File: config.mk
export PLATFORM = sky130hd
export DESIGN_NAME = pausable_take_timeline
export DESIGN_NICKNAME = d
export VERILOG_FILES = /design/src/rtl/ptt_pkg.sv /design/src/rtl/ptt_ctrl.sv /design/src/rtl/ptt_dp.sv /design/src/rtl/pausable_take_timeline.sv
export SDC_FILE = /design/constraint.sdc
export NUM_CORES = 2
export LEC_CHECK = 0
export ABC_CLOCK_PERIOD_IN_PS = 10800
export BUFFER_PORTS_ARGS = -buffer_cell sky130_fd_sc_hd__clkbuf_2
export CAP_MARGIN = 20
export CORE_UTILIZATION = 35
export CTS_CLUSTER_DIAMETER = 200
export DETAILED_ROUTE_END_ITERATION = 12
export HOLD_SLACK_MARGIN = 0.03
export MAX_ROUTING_LAYER = met4
export SYNTH_ARGS = -nofsm -noshare
export SYNTH_HDL_FRONTEND = slang
export SYNTH_SLANG_ARGS = --single-unit
File: constraint.sdc
create_clock -name i_clk -period 10.8 [get_ports i_clk]
set_clock_uncertainty 0.1 [all_clocks]
set_input_delay 0.54 -clock i_clk [delete_from_list [all_inputs] [get_ports i_clk]]
set_output_delay 0.54 -clock i_clk [all_outputs]
set_load 0.02 [all_outputs]
File: src/rtl/ptt_pkg.sv
package ptt_pkg;

    // Field width of every time value and take position
    localparam int TIME_BITS = 48;

    // Default depth of the interval table
    localparam int MAX_SEGMENTS_DEF = 16;

    // Most spans one split request may give
    localparam int MAX_RESULTS = 16;
    localparam int CNT_BITS = $clog2(MAX_RESULTS + 1);

    typedef logic [TIME_BITS-1:0] t_time;

    // Request codes
    typedef enum logic [2:0] {
        CMD_START  = 3'd0,
        CMD_PAUSE  = 3'd1,
        CMD_RESUME = 3'd2,
        CMD_LOCATE = 3'd3,
        CMD_SPLIT  = 3'd4
    } t_cmd;

    typedef struct packed {
        logic [2:0] command;
        t_time      time_a;
        t_time      time_b;
    } t_in_req;

    typedef struct packed {
        logic  found;
        t_time position;
        t_time span_begin;
        t_time span_end;
        t_time elapsed;
        logic  table_full;
        logic  last;
    } t_out_req;

    // Controller states
    typedef enum logic [3:0] {
        S_IDLE,
        S_EXEC,
        S_ELAP,
        S_L_CHK,
        S_L_POS,
        S_S1_CHK,
        S_S1_EVAL,
        S_S1_END,
        S_S2_CHK,
        S_S2_EVAL,
        S_S2_POS,
        S_S2_EMIT,
        S_OUT
    } t_state;

    // Commands from controller to datapath
    typedef struct packed {
        logic capture;    // take the request, clear located result
        logic update;     // apply start, pause or resume to the timeline
        logic elapse;     // work out the recorded duration
        logic walk_init;  // point at the newest interval, clear span tally
        logic idx_dec;    // step to the older interval
        logic idx_inc;    // step to the newer interval
        logic idx_low;    // jump to the oldest interval of the split
        logic span_calc;  // clip the interval to the window
        logic span_tally; // count a span on the downward pass
        logic sub_calc;   // offset of the point inside the interval
        logic pos_calc;   // take position of the point
        logic emit;       // load the result register
        logic emit_span;  // the result is a split span
    } t_ctrl;

    // Status from datapath to controller
    typedef struct packed {
        logic is_locate;
        logic is_split;
        logic count_zero;
        logic loc_before;
        logic loc_hit;
        logic stop;
        logic nonempty;
        logic idx_zero;
        logic idx_high;
        logic cnt_last;
        logic cnt_zero;
        logic out_free;
    } t_stat;

endpackage

File: src/rtl/ptt_ctrl.sv
module ptt_ctrl (
    input  logic           i_clk,
    input  logic           i_rst_n,
    input  logic           i_in_valid,
    input  ptt_pkg::t_stat i_stat,
    output logic           o_in_stall,
    output ptt_pkg::t_ctrl o_ctrl
);
    import ptt_pkg::*;

    t_state r_state;
    t_state n_state;

    // Hold the state
    always_ff @(posedge i_clk) begin
        if (!i_rst_n) begin
            r_state <= S_IDLE;
        end else begin
            r_state <= n_state;
        end
    end

    // Advance the sequence
    always_comb begin
        n_state = r_state;
        case (r_state)
            S_IDLE: begin
                if (i_in_valid) begin
                    n_state = S_EXEC;
                end
            end
            S_EXEC: n_state = S_ELAP;
            S_ELAP: begin
                if (i_stat.is_locate && !i_stat.count_zero) begin
                    n_state = S_L_CHK;
                end else if (i_stat.is_split && !i_stat.count_zero) begin
                    n_state = S_S1_CHK;
                end else begin
                    n_state = S_OUT;
                end
            end
            S_L_CHK: begin
                if (i_stat.loc_before) begin
                    if (i_stat.idx_zero) begin
                        n_state = S_OUT;
                    end
                end else if (i_stat.loc_hit) begin
                    n_state = S_L_POS;
                end else begin
                    n_state = S_OUT;
                end
            end
            S_L_POS: n_state = S_OUT;
            S_S1_CHK: n_state = S_S1_EVAL;
            S_S1_EVAL: begin
                if (i_stat.stop || (i_stat.nonempty && i_stat.cnt_last) || i_stat.idx_zero) begin
                    n_state = S_S1_END;
                end else begin
                    n_state = S_S1_CHK;
                end
            end
            S_S1_END: begin
                if (i_stat.cnt_zero) begin
                    n_state = S_OUT;
                end else begin
                    n_state = S_S2_CHK;
                end
            end
            S_S2_CHK: n_state = S_S2_EVAL;
            S_S2_EVAL: begin
                if (i_stat.nonempty) begin
                    n_state = S_S2_POS;
                end else begin
                    n_state = S_S2_CHK;
                end
            end
            S_S2_POS: n_state = S_S2_EMIT;
            S_S2_EMIT: begin
                if (i_stat.out_free) begin
                    if (i_stat.idx_high) begin
                        n_state = S_IDLE;
                    end else begin
                        n_state = S_S2_CHK;
                    end
                end
            end
            S_OUT: begin
                if (i_stat.out_free) begin
                    n_state = S_IDLE;
                end
            end
            default: n_state = S_IDLE;
        endcase
    end

    // Drive datapath commands
    always_comb begin
        o_ctrl     = '0;
        o_in_stall = (r_state != S_IDLE);
        case (r_state)
            S_IDLE: o_ctrl.capture = i_in_valid;
            S_EXEC: o_ctrl.update = 1'b1;
            S_ELAP: begin
                o_ctrl.elapse    = 1'b1;
                o_ctrl.walk_init = (i_stat.is_locate || i_stat.is_split) && !i_stat.count_zero;
            end
            S_L_CHK: begin
                o_ctrl.idx_dec  = i_stat.loc_before && !i_stat.idx_zero;
                o_ctrl.sub_calc = !i_stat.loc_before && i_stat.loc_hit;
            end
            S_L_POS: o_ctrl.pos_calc = 1'b1;
            S_S1_CHK: o_ctrl.span_calc = 1'b1;
            S_S1_EVAL: begin
                o_ctrl.span_tally = !i_stat.stop;
                o_ctrl.idx_dec    = !i_stat.stop && !(i_stat.nonempty && i_stat.cnt_last)
                                    && !i_stat.idx_zero;
            end
            S_S1_END: o_ctrl.idx_low = !i_stat.cnt_zero;
            S_S2_CHK: o_ctrl.span_calc = 1'b1;
            S_S2_EVAL: begin
                o_ctrl.sub_calc = i_stat.nonempty;
                o_ctrl.idx_inc  = !i_stat.nonempty;
            end
            S_S2_POS: o_ctrl.pos_calc = 1'b1;
            S_S2_EMIT: begin
                o_ctrl.emit      = i_stat.out_free;
                o_ctrl.emit_span = 1'b1;
                o_ctrl.idx_inc   = i_stat.out_free && !i_stat.idx_high;
            end
            S_OUT: o_ctrl.emit = i_stat.out_free;
            default: o_ctrl = '0;
        endcase
    end

endmodule

File: src/rtl/ptt_dp.sv
module ptt_dp #(
    parameter int MAX_SEGMENTS = ptt_pkg::MAX_SEGMENTS_DEF
) (
    input  logic             i_clk,
    input  logic             i_rst_n,
    input  ptt_pkg::t_in_req i_in,
    input  ptt_pkg::t_ctrl   i_ctrl,
    input  logic             i_out_stall,
    output ptt_pkg::t_stat   o_stat,
    output logic             o_out_valid,
    output ptt_pkg::t_out_req o_out
);
    import ptt_pkg::*;

    localparam int IDX_BITS = $clog2(MAX_SEGMENTS);
    localparam int SEG_BITS = $clog2(MAX_SEGMENTS + 1);
    localparam logic [SEG_BITS-1:0] SEG_MAX = SEG_BITS'(MAX_SEGMENTS);
    localparam logic [CNT_BITS-1:0] CNT_LAST = CNT_BITS'(MAX_RESULTS - 1);

    // Saturating add of two time values
    function automatic t_time sat_add(input t_time x, input t_time y);
        logic [TIME_BITS:0] s;
        s = {1'b0, x} + {1'b0, y};
        return s[TIME_BITS] ? '1 : s[TIME_BITS-1:0];
    endfunction

    // Interval table
    t_time mem_begin  [MAX_SEGMENTS];
    t_time mem_end    [MAX_SEGMENTS];
    t_time mem_offset [MAX_SEGMENTS];

    // Timeline state
    logic [SEG_BITS-1:0] r_count, n_count;
    t_time               r_run_start, n_run_start;
    t_time               r_total, n_total;
    logic                r_paused, n_paused;
    logic                r_full, n_full;

    // Request and working registers
    logic [2:0]          r_cmd;
    t_time               r_a, r_b;
    logic                r_gt;
    t_time               r_diff;
    t_time               r_elapsed;
    logic                r_found;
    t_time               r_pos;
    logic [IDX_BITS-1:0] r_idx, n_idx;
    logic [IDX_BITS-1:0] r_low, r_high;
    logic [CNT_BITS-1:0] r_cnt;
    t_time               r_first, r_lastt, r_sub;
    logic                r_stop;
    t_time               r_q_begin, r_q_end, r_q_offset;
    logic                r_out_valid;
    t_out_req            r_out;

    // Table write port
    logic                w_bo_en, w_end_en, w_clear_gt;
    logic [IDX_BITS-1:0] w_addr;
    t_time               w_begin, w_offset, w_end;

    logic [SEG_BITS-1:0] count_m1;
    logic [IDX_BITS-1:0] last_idx;
    logic                seg_open, nonempty, out_free;
    t_time               span_first, span_lastt, sub_op;

    assign count_m1   = r_count - SEG_BITS'(1);
    assign last_idx   = count_m1[IDX_BITS-1:0];
    assign seg_open   = (r_idx == last_idx) && !r_paused;
    assign span_first = (r_a > r_q_begin) ? r_a : r_q_begin;
    assign span_lastt = (seg_open || (r_b < r_q_end)) ? r_b : r_q_end;
    assign nonempty   = r_first < r_lastt;
    assign sub_op     = (r_cmd == CMD_LOCATE) ? r_a : r_first;
    assign out_free   = !r_out_valid || !i_out_stall;

    // Apply start, pause and resume
    always_comb begin
        n_count     = r_count;
        n_run_start = r_run_start;
        n_total     = r_total;
        n_paused    = r_paused;
        n_full      = r_full;
        w_bo_en     = 1'b0;
        w_end_en    = 1'b0;
        w_clear_gt  = 1'b0;
        w_addr      = last_idx;
        w_begin     = r_a;
        w_offset    = r_total;
        w_end       = r_gt ? r_a : r_run_start;
        if (i_ctrl.update) begin
            case (r_cmd)
                CMD_START: begin
                    n_count     = SEG_BITS'(1);
                    n_run_start = r_a;
                    n_total     = '0;
                    n_paused    = 1'b0;
                    n_full      = 1'b0;
                    w_bo_en     = 1'b1;
                    w_addr      = '0;
                    w_offset    = '0;
                    w_clear_gt  = 1'b1;
                end
                CMD_PAUSE: begin
                    if (r_count != '0 && !r_paused) begin
                        w_end_en = 1'b1;
                        n_total  = sat_add(r_total, r_gt ? r_diff : '0);
                        n_paused = 1'b1;
                    end
                end
                CMD_RESUME: begin
                    if (r_count != '0 && r_paused) begin
                        if (r_count >= SEG_MAX) begin
                            n_full = 1'b1;
                        end else begin
                            w_bo_en     = 1'b1;
                            w_addr      = r_count[IDX_BITS-1:0];
                            n_count     = r_count + SEG_BITS'(1);
                            n_run_start = r_a;
                            n_paused    = 1'b0;
                            w_clear_gt  = 1'b1;
                        end
                    end
                end
                default: begin
                    n_count = r_count;
                end
            endcase
        end
    end

    // Step the table index
    always_comb begin
        n_idx = r_idx;
        if (i_ctrl.walk_init) begin
            n_idx = last_idx;
        end else if (i_ctrl.idx_low) begin
            n_idx = r_low;
        end else if (i_ctrl.idx_dec) begin
            n_idx = r_idx - IDX_BITS'(1);
        end else if (i_ctrl.idx_inc) begin
            n_idx = r_idx + IDX_BITS'(1);
        end
    end

    // Write the table and read the entry the index will point at
    always_ff @(posedge i_clk) begin
        if (w_bo_en) begin
            mem_begin[w_addr]  <= w_begin;
            mem_offset[w_addr] <= w_offset;
        end
        if (w_end_en) begin
            mem_end[w_addr] <= w_end;
        end
        r_q_begin  <= mem_begin[n_idx];
        r_q_end    <= mem_end[n_idx];
        r_q_offset <= mem_offset[n_idx];
    end

    // Hold timeline state
    always_ff @(posedge i_clk) begin
        if (!i_rst_n) begin
            r_count     <= '0;
            r_run_start <= '0;
            r_total     <= '0;
            r_paused    <= 1'b0;
            r_full      <= 1'b0;
        end else begin
            r_count     <= n_count;
            r_run_start <= n_run_start;
            r_total     <= n_total;
            r_paused    <= n_paused;
            r_full      <= n_full;
        end
    end

    // Working registers of one request
    always_ff @(posedge i_clk) begin
        r_idx <= n_idx;
        if (i_ctrl.capture) begin
            r_cmd   <= i_in.command;
            r_a     <= i_in.time_a;
            r_b     <= i_in.time_b;
            r_gt    <= i_in.time_a > r_run_start;
            r_diff  <= i_in.time_a - r_run_start;
            r_found <= 1'b0;
            r_pos   <= '0;
        end else if (w_clear_gt) begin
            r_gt <= 1'b0;
        end
        if (i_ctrl.elapse) begin
            if (r_count == '0) begin
                r_elapsed <= '0;
            end else if (r_paused || !r_gt) begin
                r_elapsed <= r_total;
            end else begin
                r_elapsed <= sat_add(r_total, r_diff);
            end
        end
        if (i_ctrl.walk_init) begin
            r_cnt <= '0;
        end else if (i_ctrl.span_tally && nonempty) begin
            r_cnt <= r_cnt + CNT_BITS'(1);
            r_low <= r_idx;
            if (r_cnt == '0) begin
                r_high <= r_idx;
            end
        end
        if (i_ctrl.span_calc) begin
            r_first <= span_first;
            r_lastt <= span_lastt;
            r_stop  <= !seg_open && (r_q_end <= r_a);
        end
        if (i_ctrl.sub_calc) begin
            r_sub <= sub_op - r_q_begin;
        end
        if (i_ctrl.pos_calc) begin
            r_pos   <= sat_add(r_q_offset, r_sub);
            r_found <= 1'b1;
        end
    end

    // Result register: load on emit, drop once taken
    always_ff @(posedge i_clk) begin
        if (!i_rst_n) begin
            r_out_valid <= 1'b0;
        end else if (i_ctrl.emit) begin
            r_out_valid <= 1'b1;
        end else if (!i_out_stall) begin
            r_out_valid <= 1'b0;
        end
    end

    always_ff @(posedge i_clk) begin
        if (i_ctrl.emit) begin
            r_out.position   <= r_pos;
            r_out.elapsed    <= r_elapsed;
            r_out.table_full <= r_full;
            if (i_ctrl.emit_span) begin
                r_out.found      <= 1'b1;
                r_out.span_begin <= r_first;
                r_out.span_end   <= r_lastt;
                r_out.last       <= (r_idx == r_high);
            end else begin
                r_out.found      <= r_found;
                r_out.span_begin <= '0;
                r_out.span_end   <= '0;
                r_out.last       <= 1'b1;
            end
        end
    end

    assign o_out_valid = r_out_valid;
    assign o_out       = r_out;

    // Status back to the controller
    always_comb begin
        o_stat.is_locate  = (r_cmd == CMD_LOCATE);
        o_stat.is_split   = (r_cmd == CMD_SPLIT);
        o_stat.count_zero = (r_count == '0);
        o_stat.loc_before = (r_a < r_q_begin);
        o_stat.loc_hit    = seg_open || (r_a < r_q_end);
        o_stat.stop       = r_stop;
        o_stat.nonempty   = nonempty;
        o_stat.idx_zero   = (r_idx == '0);
        o_stat.idx_high   = (r_idx == r_high);
        o_stat.cnt_last   = (r_cnt == CNT_LAST);
        o_stat.cnt_zero   = (r_cnt == '0);
        o_stat.out_free   = out_free;
    end

    a_count_range: assert property (@(posedge i_clk) disable iff (!i_rst_n)
        r_count <= SEG_MAX)
        else $error("interval count beyond table depth");

    a_paused_started: assert property (@(posedge i_clk) disable iff (!i_rst_n)
        r_paused |-> (r_count != '0))
        else $error("paused without a started take");

    a_full_state: assert property (@(posedge i_clk) disable iff (!i_rst_n)
        r_full |-> (r_paused && r_count == SEG_MAX))
        else $error("full flag set while table not full or running");

    a_emit_slot: assert property (@(posedge i_clk) disable iff (!i_rst_n)
        i_ctrl.emit |-> out_free)
        else $error("result loaded over a stalled result");

endmodule

File: src/rtl/pausable_take_timeline.sv
// Recording timeline with pause and resume.
// Input channel: i_in_valid / o_in_stall carry one request (command, time_a,
// time_b). Output channel: o_out_valid / i_out_stall carry result requests.
// One request is worked on at a time; o_in_stall is low only when idle.
// Start, pause, resume and unknown commands give one result, and the next
// request can be taken once that result is loaded into the output register.
// Locate checks one interval a cycle from the newest down. Split walks the
// table twice, one read port on the interval memory: down from the newest
// interval to count the spans, then up from the oldest span's interval,
// emitting one result per span. Results of one request come in order, the
// final one with last set.
// Reset clears the interval count and timeline state; the table
// itself is not cleared, since only entries below the count are read.
// When the receiver stalls, the pending result stays in the output register
// and the sequence waits at its next result; an input request is accepted
// while the previous result still waits.
module pausable_take_timeline #(
    parameter int MAX_SEGMENTS = ptt_pkg::MAX_SEGMENTS_DEF
) (
    input  logic              i_clk,
    input  logic              i_rst_n,
    input  logic              i_in_valid,
    output logic              o_in_stall,
    input  ptt_pkg::t_in_req  i_in,
    output logic              o_out_valid,
    input  logic              i_out_stall,
    output ptt_pkg::t_out_req o_out
);
    import ptt_pkg::*;

    t_ctrl ctrl;
    t_stat stat;

    ptt_ctrl u_ctrl (
        .i_clk      (i_clk),
        .i_rst_n    (i_rst_n),
        .i_in_valid (i_in_valid),
        .i_stat     (stat),
        .o_in_stall (o_in_stall),
        .o_ctrl     (ctrl)
    );

    ptt_dp #(
        .MAX_SEGMENTS (MAX_SEGMENTS)
    ) u_dp (
        .i_clk       (i_clk),
        .i_rst_n     (i_rst_n),
        .i_in        (i_in),
        .i_ctrl      (ctrl),
        .i_out_stall (i_out_stall),
        .o_stat      (stat),
        .o_out_valid (o_out_valid),
        .o_out       (o_out)
    );

endmodule
# == Word-level counts from Yosys, hierarchy flattened ==
# Memory sizes are Yosys's and may differ from the RTL's. A register that Yosys moved wholly into a read port is not among the register bits.
# Cells that the tools add are included.
# totals
register_bits,710
latch_bits,0
ramBits,2304
rom_bits,0
inputBits,103
output_inout_bits,197
wordCells,212
memories,3
# memory_table
name,depth,word_bits,read_ports,rd_ports_with_merged_regs,write_ports,line,rtl
u_dp.mem_begin,16,48,1,1,1,ptt_dp.sv:28,t_time mem_begin [MAX_SEGMENTS];
u_dp.mem_end,16,48,1,1,1,ptt_dp.sv:29,t_time mem_end [MAX_SEGMENTS];
u_dp.mem_offset,16,48,1,1,1,ptt_dp.sv:30,t_time mem_offset [MAX_SEGMENTS];
# op_classes
addsub,10
mul,0
div,0
n_lt_le_gt_ge,8
n_eq_ne,28
shifts,0
mux,76
bitwise_logic,1
n_reduce_logical,56
# ops
operator,n
48-bit two-way mux,16
48-bit less-than comparator,4
48-bit case mux with 2 select lines,2
48-bit by 48-bit adder with 49-bit output,3
48-bit > comparator,2
48-bit subtractor,2
4-bit two-way mux,16
4-bit case mux with 13 select lines,1
48-bit less-or-equal comparator,1
1-bit two-way mux,27
4-bit == test (second input constant),5
4-bit by 3-bit == test with 1-bit output (second input constant),4
1-bit logical AND,14
1-bit zero test,13
2-bit by 1-bit inequality test with 1-bit output (second input constant),6
4-bit AND reduction,3
5-bit by 1-bit adder with 5-bit output (second input constant),2
5-bit zero test,2
5-bit two-way mux,2
1-bit case mux with 2 select lines,5
5-bit case mux with 2 select lines,1
4-bit by 2-bit == test with 1-bit output (second input constant),2
4-bit == test,2
4-bit zero test,2
25 further kinds,42

# == Logic depth before layout (Yosys ltp) ==
# depth
word_depth,9
ltp_mapped,21
ltp_nobuf,19

# == Cells and area by module ==
# A second synthesis with hierarchy kept.
# hier_totals
hier_cells,11409
area_unflattened_um2,137892.2
# by_module_without_submodules
module,instances,cells_per_inst,area_per_inst_um2,seq_area_each_um2
ptt_dp,1,11322,137326.7,92128.4
ptt_ctrl,1,87,565.5,80.1

# == Worst setup path before layout ==
# Ideal clock, no wire load.
# synth_timing
kind,reg-to-reg
from,register u_ctrl.r_state[1]
to,"register u_dp.r_out, in the netlist u_dp.o_out[0] (enable)"
setup_ns,0.814
arrival_time_ns,10.190
required_time_ns,9.886
path_slack_ns,-0.304
path_stages_with_launch,5
path_buffers,1
period_less_slack_ns,11.104
cell_sequence,dfxtp_1 > clkbuf_1 > nor3_1 > o21ai_0 > a21oi_1
# synth_rtl
element,line,rtl
from (decl),ptt_ctrl.sv:11,t_state r_state;
from (signal assigned),ptt_ctrl.sv:19,r_state <= n_state;
to (decl),ptt_dp.sv:54,t_out_req r_out;

# == Worst setup path in the final report ==
# layout_timing
from,register u_dp.r_a[41]
to,"register u_dp.r_q_begin[11], read port of u_dp.mem_begin"
# layout_via
elab_chain_len,6
# layout_rtl
element,line,rtl
from (decl),ptt_dp.sv:41,"t_time r_a, r_b;"
from (signal assigned),ptt_dp.sv:180,r_a <= i_in.time_a;
48-bit less-than comparator,ptt_dp.sv:259,o_stat.loc_before = (r_a < r_q_begin);
1-bit logical AND,ptt_ctrl.sv:108,o_ctrl.idx_dec = i_stat.loc_before && !i_stat.idx_zero;
1-bit case mux with 2 select lines,ptt_ctrl.sv:100,case (r_state)
4-bit two-way mux,ptt_dp.sv:137,end else if (i_ctrl.idx_dec) begin
4-bit two-way mux,ptt_dp.sv:135,end else if (i_ctrl.idx_low) begin
4-bit two-way mux,ptt_dp.sv:133,if (i_ctrl.walk_init) begin
to (decl),ptt_dp.sv:52,"t_time r_q_begin, r_q_end, r_q_offset;"
# No other way between the ends.
# A chain may end at the register's enable or synchronous reset.

==> impl_metrics.toml <==
[global_route]
grt_pass1_vias = 84000
grt_max_degree = 197
overflow = 0
grt_util_all_layers_pct = 22.9
grt_pass1_wl_mm = 628
antenna_found_initial = 55

[sta]
finalHoldWorstSlack_ps = 93.0
timing.final.ws_setup_ps = 3860
tightest_slew_ps = 1240
slew_violations = 0
setup_tns_ps = 0
period_needed_ps = 6940
hold_viol_final = 0
grt_setup_unrepaired = "no"
fin_crit_sh_pct = 64.3
fmax_mhz = 144
setup_viol = 0
max-slew-margin-rel_pct = 17.3

[routing]
antenna_left = 0
avgViaCountPerCell = 5.54
wire_per_inst_um = 27.8
wl_mm = 452
firstDrtPassIters = 7
first_iter_violations = 11000
num_vias = 90200
drc_errors = 0

[clock_network]
htreeDepth = 5
post_cts_buffers = 0
ctsHoldBuffers = 100
cts_tree = "done"
insertion_delay_ps = 970
clock_sinks = 3158
cts_resized = 0
clk_pin_slew_ps = 60
clk_path_buf_depth = 4
cts_buffers = 327
cts_root_buf = "clkbuf_16"

[yosys]
synth_area_leaders = "edfxtp_1, ha_1, dfxtp_1"
syn_area_um2 = 136000
avgSynthCellArea_um2 = 13.2
synthDistinctLibCells = 102
synth_nets = 10900
synth_top_area_share_pct = 63.7
ys.flop_type = "edfxtp_1"
synth_cells = 10400
yosys_warnings = 0
synth_edf_count = 2896
async_flop_share_pct = 0
yosysTopAreaCell = "edfxtp_1"
seq_area_frac_synth_pct = 67.6
ys_ff_latch = 3158

[cells_and_area]
area_growth_pct = 14.7
final_cells = 16300
multi_input_area_um2 = 40900
n_fill_cell = 35900
drive_gt1_share_pct = 13.1
regArea_um2 = 92200
fin_nets = 11300

[floorplan]
die_height_um = 626
rows = 228
die_x_um = 626
initial_core_util_pct = 35.3
io_pins = 300
die-area_um2 = 392000
core_um2 = 387000

[critical_path]
setup.worst_path.start = "u_dp.r_a[41]"
r2r_start = "u_dp.r_a[41]"
startpoint_type = "flip-flop"
required_ps = 11420
r2r_slack_ps = 3860
crit_arrival_ps = 7560
worstSetupPathType = "flip-flop to flip-flop"
worstSetupEndpointType = "flip-flop"
crit_path_max_fanout = 109

[place]
hpwlAfterDp_mm = 284
numPortBuffers = 299
place_congestion = 0.973
placedCellCount = 15500
dp_slack_ps = 3940

[run_status]
status = "complete, no violations"

[pwr]
powerDensity_nw_per_um2 = 267
internal_power_uw = 26100
comb_power_share_pct = 34.1
p_switching_uw = 15700
seq_power_share_pct = 38.6
p_leak_uw = 0.0558
swShare_pct = 37.5
ir_worst_vdd_mv = 0.286
clkPwrFrac_pct = 27.4
power_uw = 41800

[worst_hold_path]
worstHoldStart = "i_in_valid"
min_path_type = "input port to flip-flop"

[flow_run]
cap_violations = 0
==> cell usage in the layout (no fill, tap or decap), types with 122 or more instances in the layout <==
master     netlist  layout
edfxtp_1      2896    2896
nand2_1       1357    1353
a21oi_1        968     965
nand3_1        627     627
ha_1           437     437
o21ai_0        374     342
inv_1          332     331
clkbuf_16        0     330
a21o_1         314     312
clkbuf_2         0     299
dfxtp_1        262     262
nor2_1         252     217
buf_4           27     204
mux2i_1        187     187
or2_2          136     136
o2111ai_1      132     131
a22oi_1        127     127
nor4b_2        122     122
==> worst paths after layout <==
kind                        endpoint  cells after the start
setup reg to reg  u_dp.r_q_begin[11]                     17
setup / recovery  u_dp.r_q_begin[11]                     17
hold / removal     u_ctrl.r_state[0]                      5
hold reg to reg      u_dp.o_out[180]                      0
==> critical path, cell delays in order, from the launching register on <==
cell and delay (ps):
edfxtp_1 710, ha_1 450, nand2_1 120, nor4_4 470, a22oi_1 120, a31oi_1 450, a211oi_2 110, nand3_4 130
nand3_2 140, and2_1 210, o2111ai_4 380, buf_12 540, buf_4 670, buf_4 750, nand2_1 110, nand3_1 110
a21oi_1 190, nor4b_2 900
==> state kept, by name (all words and copies together) (netlist names), 5 cells and up <==
| signal | count |
|---|---|
| u_dp.r_total | 48 |
| u_dp.r_elapsed | 48 |
| u_dp.o_out | 195 |
| u_dp.r_run_start | 48 |
| u_dp.r_pos | 48 |
| u_dp.r_diff | 48 |
| u_dp.mem_end | 768 |
| u_dp.mem_begin | 768 |
| u_dp.r_count | 5 |
| u_dp.r_b | 48 |
| u_dp.r_q_end | 48 |
| u_dp.r_q_begin | 48 |
| u_dp.mem_offset | 768 |
| u_dp.r_first | 48 |
| u_dp.r_q_offset | 48 |
| u_dp.r_cnt | 5 |
| u_dp.r_lastt | 48 |
| u_dp.r_sub | 48 |
| u_dp.r_a | 48 |
==> metal layers <==
metal	up-vias	track usage (%)	wire (µm)
met1	45200	31.0	188000
met4	0	8.63	19400
met2	4294	34.1	200000
met5	-	-	0
met3	795	4.55	44900
li1	39900	-	-
==> synthesized netlist by cell type, types with 15 or more instances <==
master,count
nor4b_2,122
xor2_1,94
buf_4,27
inv_1,332
nand2_1,1357
nor4_1,15
mux2_2,51
nand3_1,627
o21ai_0,374
edfxtp_1,2896
nand4_1,65
nor2b_1,103
o21ai_1,20
clkbuf_1,269
a21boi_0,20
nor2_1,252
a32oi_1,25
o21a_1,40
and2_1,117
a21o_1,314
or2_2,136
nand2b_1,50
a31oi_1,40
o221ai_1,112
buf_1,24
ha_1,437
o221ai_2,21
and3_1,28
o21bai_1,27
a21oi_1,968
a22oi_1,127
o2111ai_1,132
a211oi_1,21
nor3_1,106
buf_2,205
xnor2_1,121
o22ai_1,15
mux2i_1,187
dfxtp_1,262
==> per-stage QoR <==
stage,area [µm²],utilization (%)
final,156000,40.4
after CTS,156000,40.4
after floorplan,136000,-
after global placement,144000,37.3
after global routing,156000,40.4
after detailed placement,144000,37.3
==> power by group through the flow <==
stage	sequential [µW]	clock, µW	combinational [µW]
2_1_floorplan	15800	0	8790
3_3_place_gp	16400	0	13800
3_5_place_dp	16300	0	13900
4_1_cts	16100	11600	14000
5_1_grt	16100	12000	15100
6_report	16100	11400	14200
==> layout make-up <==
cell class,count,area share [%]
diodes,36,0.0576
clock buffers,441,5.73
clock inverters,161,1.17
inverters,338,0.841
multi-input cells,6332,26.2
flip-flops and latches,3158,59.0
well taps,5175,4.14
repair buffers,635,2.92
==> cell families (layout without fill, tap and decap cells) <==
logic type,Yosys count,count (layout),synth area share [%]
buf+inv,873,1575,2.73
flops,3158,3158,67.6
other cells,0,36,0
simple gates,3052,3052,11.3
compound gates,2384,2384,11.1
xor+xnor,215,215,1.38
mux,239,239,1.80
fa+ha+maj,442,442,4.08
Note: power is estimated with default switching activity, not from simulation.
